`config.mk`:
```
export PLATFORM = sky130hd
export DESIGN_NAME = scc_ctrl
export DESIGN_NICKNAME = d
export VERILOG_FILES = /design/src/hdl/scc_pkg.sv /design/src/hdl/scc_ctrl.sv
export SDC_FILE = /design/constraint.sdc
export NUM_CORES = 1
export LEC_CHECK = 0
export BUFFER_PORTS_ARGS = -buffer_cell sky130_fd_sc_hd__buf_2
export CORE_AREA = 5 5 42 44
export CTS_CLUSTER_SIZE = 25
export DETAILED_ROUTE_END_ITERATION = 10
export DIE_AREA = 0 0 47 49
export GPL_ROUTABILITY_DRIVEN = 0
export PLACE_DENSITY = 0.6
export SYNTH_ARGS = -nofsm -noshare
export SYNTH_HDL_FRONTEND = slang
export SYNTH_SLANG_ARGS = --single-unit
```
`constraint.sdc`:
```
create_clock -name clk_i -period 2.6 [get_ports clk_i]
set_input_delay 0.39 -clock clk_i [delete_from_list [all_inputs] [get_ports clk_i]]
set_output_delay 0.39 -clock clk_i [all_outputs]
set_load 0.02 [all_outputs]
```
`src/hdl/scc_pkg.sv`:
```
// shared constants, codes and controller/datapath structs for the charset codec
// no dependencies
`timescale 1ns / 1ps

package scc_pkg;

  localparam int unsigned MAX_PAGES = 8;
  localparam int unsigned PAGE_W    = (MAX_PAGES > 1) ? $clog2(MAX_PAGES) : 1;
  localparam int unsigned PU_W      = $clog2(MAX_PAGES + 1);
  localparam int unsigned ENC_DEPTH = MAX_PAGES * 256;
  localparam int unsigned ENC_AW    = PAGE_W + 8;

  localparam logic [ENC_AW-1:0] ENC_LAST   = ENC_AW'(ENC_DEPTH - 1);
  localparam logic [PU_W-1:0]   PAGES_FULL = PU_W'(MAX_PAGES);

  localparam logic [2:0] CMD_CLEAR    = 3'd0;
  localparam logic [2:0] CMD_LOAD_DEC = 3'd1;
  localparam logic [2:0] CMD_LOAD_NRT = 3'd2;
  localparam logic [2:0] CMD_DECODE   = 3'd3;
  localparam logic [2:0] CMD_ENCODE   = 3'd4;

  localparam logic [1:0] ST_OK     = 2'd0;
  localparam logic [1:0] ST_UNMAP  = 2'd1;
  localparam logic [1:0] ST_FULL   = 2'd2;

  localparam logic CFG_DEC_REPL = 1'b0;
  localparam logic CFG_ENC_REPL = 1'b1;

  localparam logic [15:0] UNMAPPED_CHAR = 16'hFFFD;
  localparam logic [15:0] DEC_REPL_RST  = 16'hFFFD;
  localparam logic [7:0]  ENC_REPL_RST  = 8'h3F;

  localparam logic [15:0] HI_SUR_MIN = 16'hD800;
  localparam logic [15:0] HI_SUR_MAX = 16'hDBFF;
  localparam logic [15:0] LO_SUR_MIN = 16'hDC00;
  localparam logic [15:0] LO_SUR_MAX = 16'hDFFF;

  typedef struct packed {
    logic cap;
    logic sweep_start;
    logic sweep;
    logic exec;
    logic enc;
    logic res_sel_enc;
    logic hold_load;
    logic push_new;
    logic push_held;
  } scc_ctl_t;

  typedef struct packed {
    logic cmd_known;
    logic is_clear;
    logic swallow;
    logic need_enc;
    logic sweep_last;
    logic out_free;
  } scc_stat_t;

endpackage

```
`src/hdl/scc_ctrl.sv`:
```
// controller state machine sequencing capture, table update, encode lookup and sweep
// depends on scc_pkg
`timescale 1ns / 1ps

module scc_ctrl (
  input  logic               clk_i,
  input  logic               rst_ni,
  input  logic               s_tvalid_i,
  output logic               s_tready_o,
  input  scc_pkg::scc_stat_t stat_i,
  output scc_pkg::scc_ctl_t  ctl_o
);
  import scc_pkg::*;

  localparam logic [2:0] S_IDLE  = 3'd0;
  localparam logic [2:0] S_LOOK  = 3'd1;
  localparam logic [2:0] S_ENC   = 3'd2;
  localparam logic [2:0] S_HOLD  = 3'd3;
  localparam logic [2:0] S_SWEEP = 3'd4;

  logic [2:0] state_q, state_d;
  logic       clr_res_q, clr_res_d;

  assign s_tready_o = (state_q == S_IDLE);

  always_comb begin
    ctl_o     = '0;
    state_d   = state_q;
    clr_res_d = clr_res_q;
    unique case (state_q)
      S_IDLE: begin
        if (s_tvalid_i && stat_i.cmd_known) begin
          ctl_o.cap = 1'b1;
          if (stat_i.is_clear) begin
            ctl_o.sweep_start = 1'b1;
            clr_res_d         = 1'b1;
            state_d           = S_SWEEP;
          end else begin
            state_d = S_LOOK;
          end
        end
      end
      S_LOOK: begin
        ctl_o.exec = 1'b1;
        if (stat_i.swallow) begin
          state_d = S_IDLE;
        end else if (stat_i.need_enc) begin
          state_d = S_ENC;
        end else if (stat_i.out_free) begin
          ctl_o.push_new = 1'b1;
          state_d        = S_IDLE;
        end else begin
          ctl_o.hold_load = 1'b1;
          state_d         = S_HOLD;
        end
      end
      S_ENC: begin
        ctl_o.enc         = 1'b1;
        ctl_o.res_sel_enc = 1'b1;
        if (stat_i.out_free) begin
          ctl_o.push_new = 1'b1;
          state_d        = S_IDLE;
        end else begin
          ctl_o.hold_load = 1'b1;
          state_d         = S_HOLD;
        end
      end
      S_HOLD: begin
        if (stat_i.out_free) begin
          ctl_o.push_held = 1'b1;
          state_d         = S_IDLE;
        end
      end
      S_SWEEP: begin
        ctl_o.sweep = 1'b1;
        if (stat_i.sweep_last) begin
          clr_res_d = 1'b0;
          if (!clr_res_q) begin
            state_d = S_IDLE;
          end else if (stat_i.out_free) begin
            ctl_o.push_new = 1'b1;
            state_d        = S_IDLE;
          end else begin
            ctl_o.hold_load = 1'b1;
            state_d         = S_HOLD;
          end
        end
      end
      default: begin
        state_d = S_IDLE;
      end
    endcase
  end

  always_ff @(posedge clk_i or negedge rst_ni) begin
    if (!rst_ni) begin
      state_q   <= S_SWEEP;
      clr_res_q <= 1'b0;
    end else begin
      state_q   <= state_d;
      clr_res_q <= clr_res_d;
    end
  end

endmodule

```
==> results.md <==
* Worst setup EP type: output pin
* Util after Layout at 37.6%
* Die area at 0.00230 mm²
* Yosys reg bits at 4
* Initial antenna violation count at 0
* Vias per cell at 4.85
* Cells on worst reg2reg path at 3
* Number of gates resized after cts at 0
* Crit path max fanout at 14
* CTS sink count at 4
* Cell area after layout at 527 µm²
* FF-to-FF End: state_q[1]
* 1st-pass router iterations at 3
* Final period util at 75.6%
* Synth-to-layout area growth at 23.1%
* Clk pin slew, worst setup/hold paths at 40 ps
* Max IR drop VDD at 0.328 mV
* Min-Delay Path Class: in -> reg
* Number of global-route vias before repair at 381
* Final setup vio count at 0
* Fmax at 508 MHz
* Diode count at 0
* CP bufs+invs at 1
* Via Count at 398
* Gate Count Post-Synth at 48
* I/O Buffers at 18
* Routed WL at 918 µm
* TritonCTS Buffers at 3
* Worst-Skew Late Latency at 230 ps
* RSZ-0062 raised after global routing: no
* Core ar. at 0.00140 mm²
* Area of the multi-input gates at 260 µm²
* Critical path data required time at 2210 ps
* Commonest cells after routing, fill and taps aside: buf_2 (18), inv_1 (5), nor2_1 (4), clkbuf_4 (3), dfrtp_1 (3)
* WP data arrival at 1580 ps
* Outcome: finished, final reports clean
* First-pass GRT wire length at 1640 µm
* CTS tree: yes
* # DRC at 0
* Final-report hold violation count at 0
* Sequential Area at 101 µm²
* Clock skew at 3.10 ps
* Critical path's slowest cell: dfstp_2
* Pin count of the biggest net entering global routing at 15
* Hold endpoint: state_q[2]
* Fill cells at 160
* Post-layout min period at 1970 ps
* Drt wl/cell at 11.2 µm
* Rows at 14
* Gr ovfl total at 0
* Min-delay src: stat_i[1]
* Total GRT Usage at 9.29%
* Io pins at 19
* PD cells at 811 mW/mm²
* Critical path startpoint category: flop
* Slew at the pin closest to its max-slew limit at 398 ps
* Post-synthesis cell area at 428 µm²
* Crit-path max cell delay at 660 ps
* Most common cell after layout, fill and taps aside: buf_2
* CP delay by family, top: flip-flops
* Mapped Avg Cell Area at 8.91 µm²
* Sequential-to-total area share from yosys stat at 23.7%
* Starting DRT DRC Count at 8
* Slew HR at 73.5%
* Final setup TNS at 0 ps
* Die X at 47 µm
* Max-cap viol count at 0
* H-tree Lvls at 1
* Root cell of the clock tree: clkbuf_4
* Crit-path cells: and4bb_2 -> nand3b_1 -> o31ai_1 -> buf_2
* Pins Over Slew Limit at 0
* Yosys cell types at 31
* Hpwl dp at 721 µm
* Hold depth at 4
* Post-route ant nets at 0
* RR Startpoint: state_q[1]
* Die Y at 49 µm
* Initial core utilization at 30.5%
* WS Path Type: reg -> out
* Bufs on Longest Clock Path at 2
* Pleak at 0.268 nW
* # nets final at 76
* Area after DPL at 490 µm²
* Warnings, synthesis at 0
* R2r setup slk at 1300 ps
* Post-synth net total at 57
* Share of cells above drive strength 1 at 45.5%
[through the flow]
stage | setup WS (ps) | hold slack, ps | power [mW] | std cells
after global routing | 458 | 462 | 0.465 | 82
after detailed placement | 887 | 195 | 0.344 | 77
after global placement | 904 | 196 | 0.344 | 77
after floorplan | 816 | 94.4 | 0.307 | 48
after CTS | 629 | 425 | 0.433 | 82
final | 633 | 428 | 0.427 | 82
[sequential cells by signal, summed over array words and instances (netlist names)]
name       cells
clr_res_q      1
state_q        3
[cells in the mapped netlist]
cell       number  share of area (%)
inv_1           5                4.4
nor2_1          4                3.5
buf_4           3                5.3
dfrtp_1         3                 18
a21oi_1         2                2.3
and3_1          2                2.9
nand2b_1        2                2.9
nand3_1         2                2.3
nand3b_1        2                3.5
o21ai_0         2                2.3
a211oi_1        1                1.8
a211oi_2        1                2.9
a221oi_2        1                3.5
a2bb2oi_1       1                2.0
a311oi_2        1                3.5
and3b_2         1                2.3
and4bb_2        1                2.9
buf_6           1                2.6
clkbuf_8        1                3.2
dfstp_2         1                6.1
mux2i_1         1                2.3
nand2_1         1               0.88
nand2b_2        1                2.0
nand4_1         1                1.5
nor3_1          1                1.2
nor3_4          1                3.8
nor3b_2         1                2.9
o211ai_1        1                1.8
o22a_1          1                2.0
o31ai_1         1                1.8
or2b_1          1                1.8
[layer usage]
metal | track usage, % | share of wire, %
met1 | 13.0 | 45
met4 | 4.15 | 0
met3 | 1.48 | 6.5
met5 | 0 | 0
met2 | 13.6 | 49
[cells by family (layout without fill, tap and decap cells)]
group	Yosys count	after routing	share of synthesized area, %
simple gates	21	21	34.5
compound gates	12	12	24.0
buf+inv	10	28	15.5
flops	4	4	23.7
mux	1	1	2.34
[worst max path at each step]
stage | start | end | cells past startpoint
2_1_floorplan | state_q[1] | ctl_o[4] | 4
3_3_place_gp | state_q[1] | ctl_o[2] | 4
3_5_place_dp | state_q[2] | ctl_o[2] | 4
4_1_cts | state_q[2] | ctl_o[2] | 4
5_1_grt | state_q[1] | ctl_o[2] | 4
6_report | state_q[2] | ctl_o[2] | 4
[tightest hold or removal path, cell delays in order]
cell     delay (ps)
buf_2            90
inv_1            40
nand3_1          70
a21oi_1          60
[layout make-up]
type	count	share of cell area [%]
tap	16	3.80
sequential	4	19.2
multi-input combinational	34	49.4
inverter	5	3.56
timing repair buffer	19	19.0
clock buffer	4	4.99
[where the power goes]
part / switching (mW) / total (mW) / internal [mW]
sequential: 0.0505 / 0.135 / 0.0844
clock: 0.0257 / 0.0833 / 0.0576
combinational: 0.115 / 0.209 / 0.0941
[timing repair]
item                                   4_1_cts  5_1_grt
setup endpoints to repair                    0        0
endpoints found under the hold margin        3        0
buffers inserted                             0        0
hold buffers                                 1        0
No activity file was read; power rests on OpenSTA's default activity.
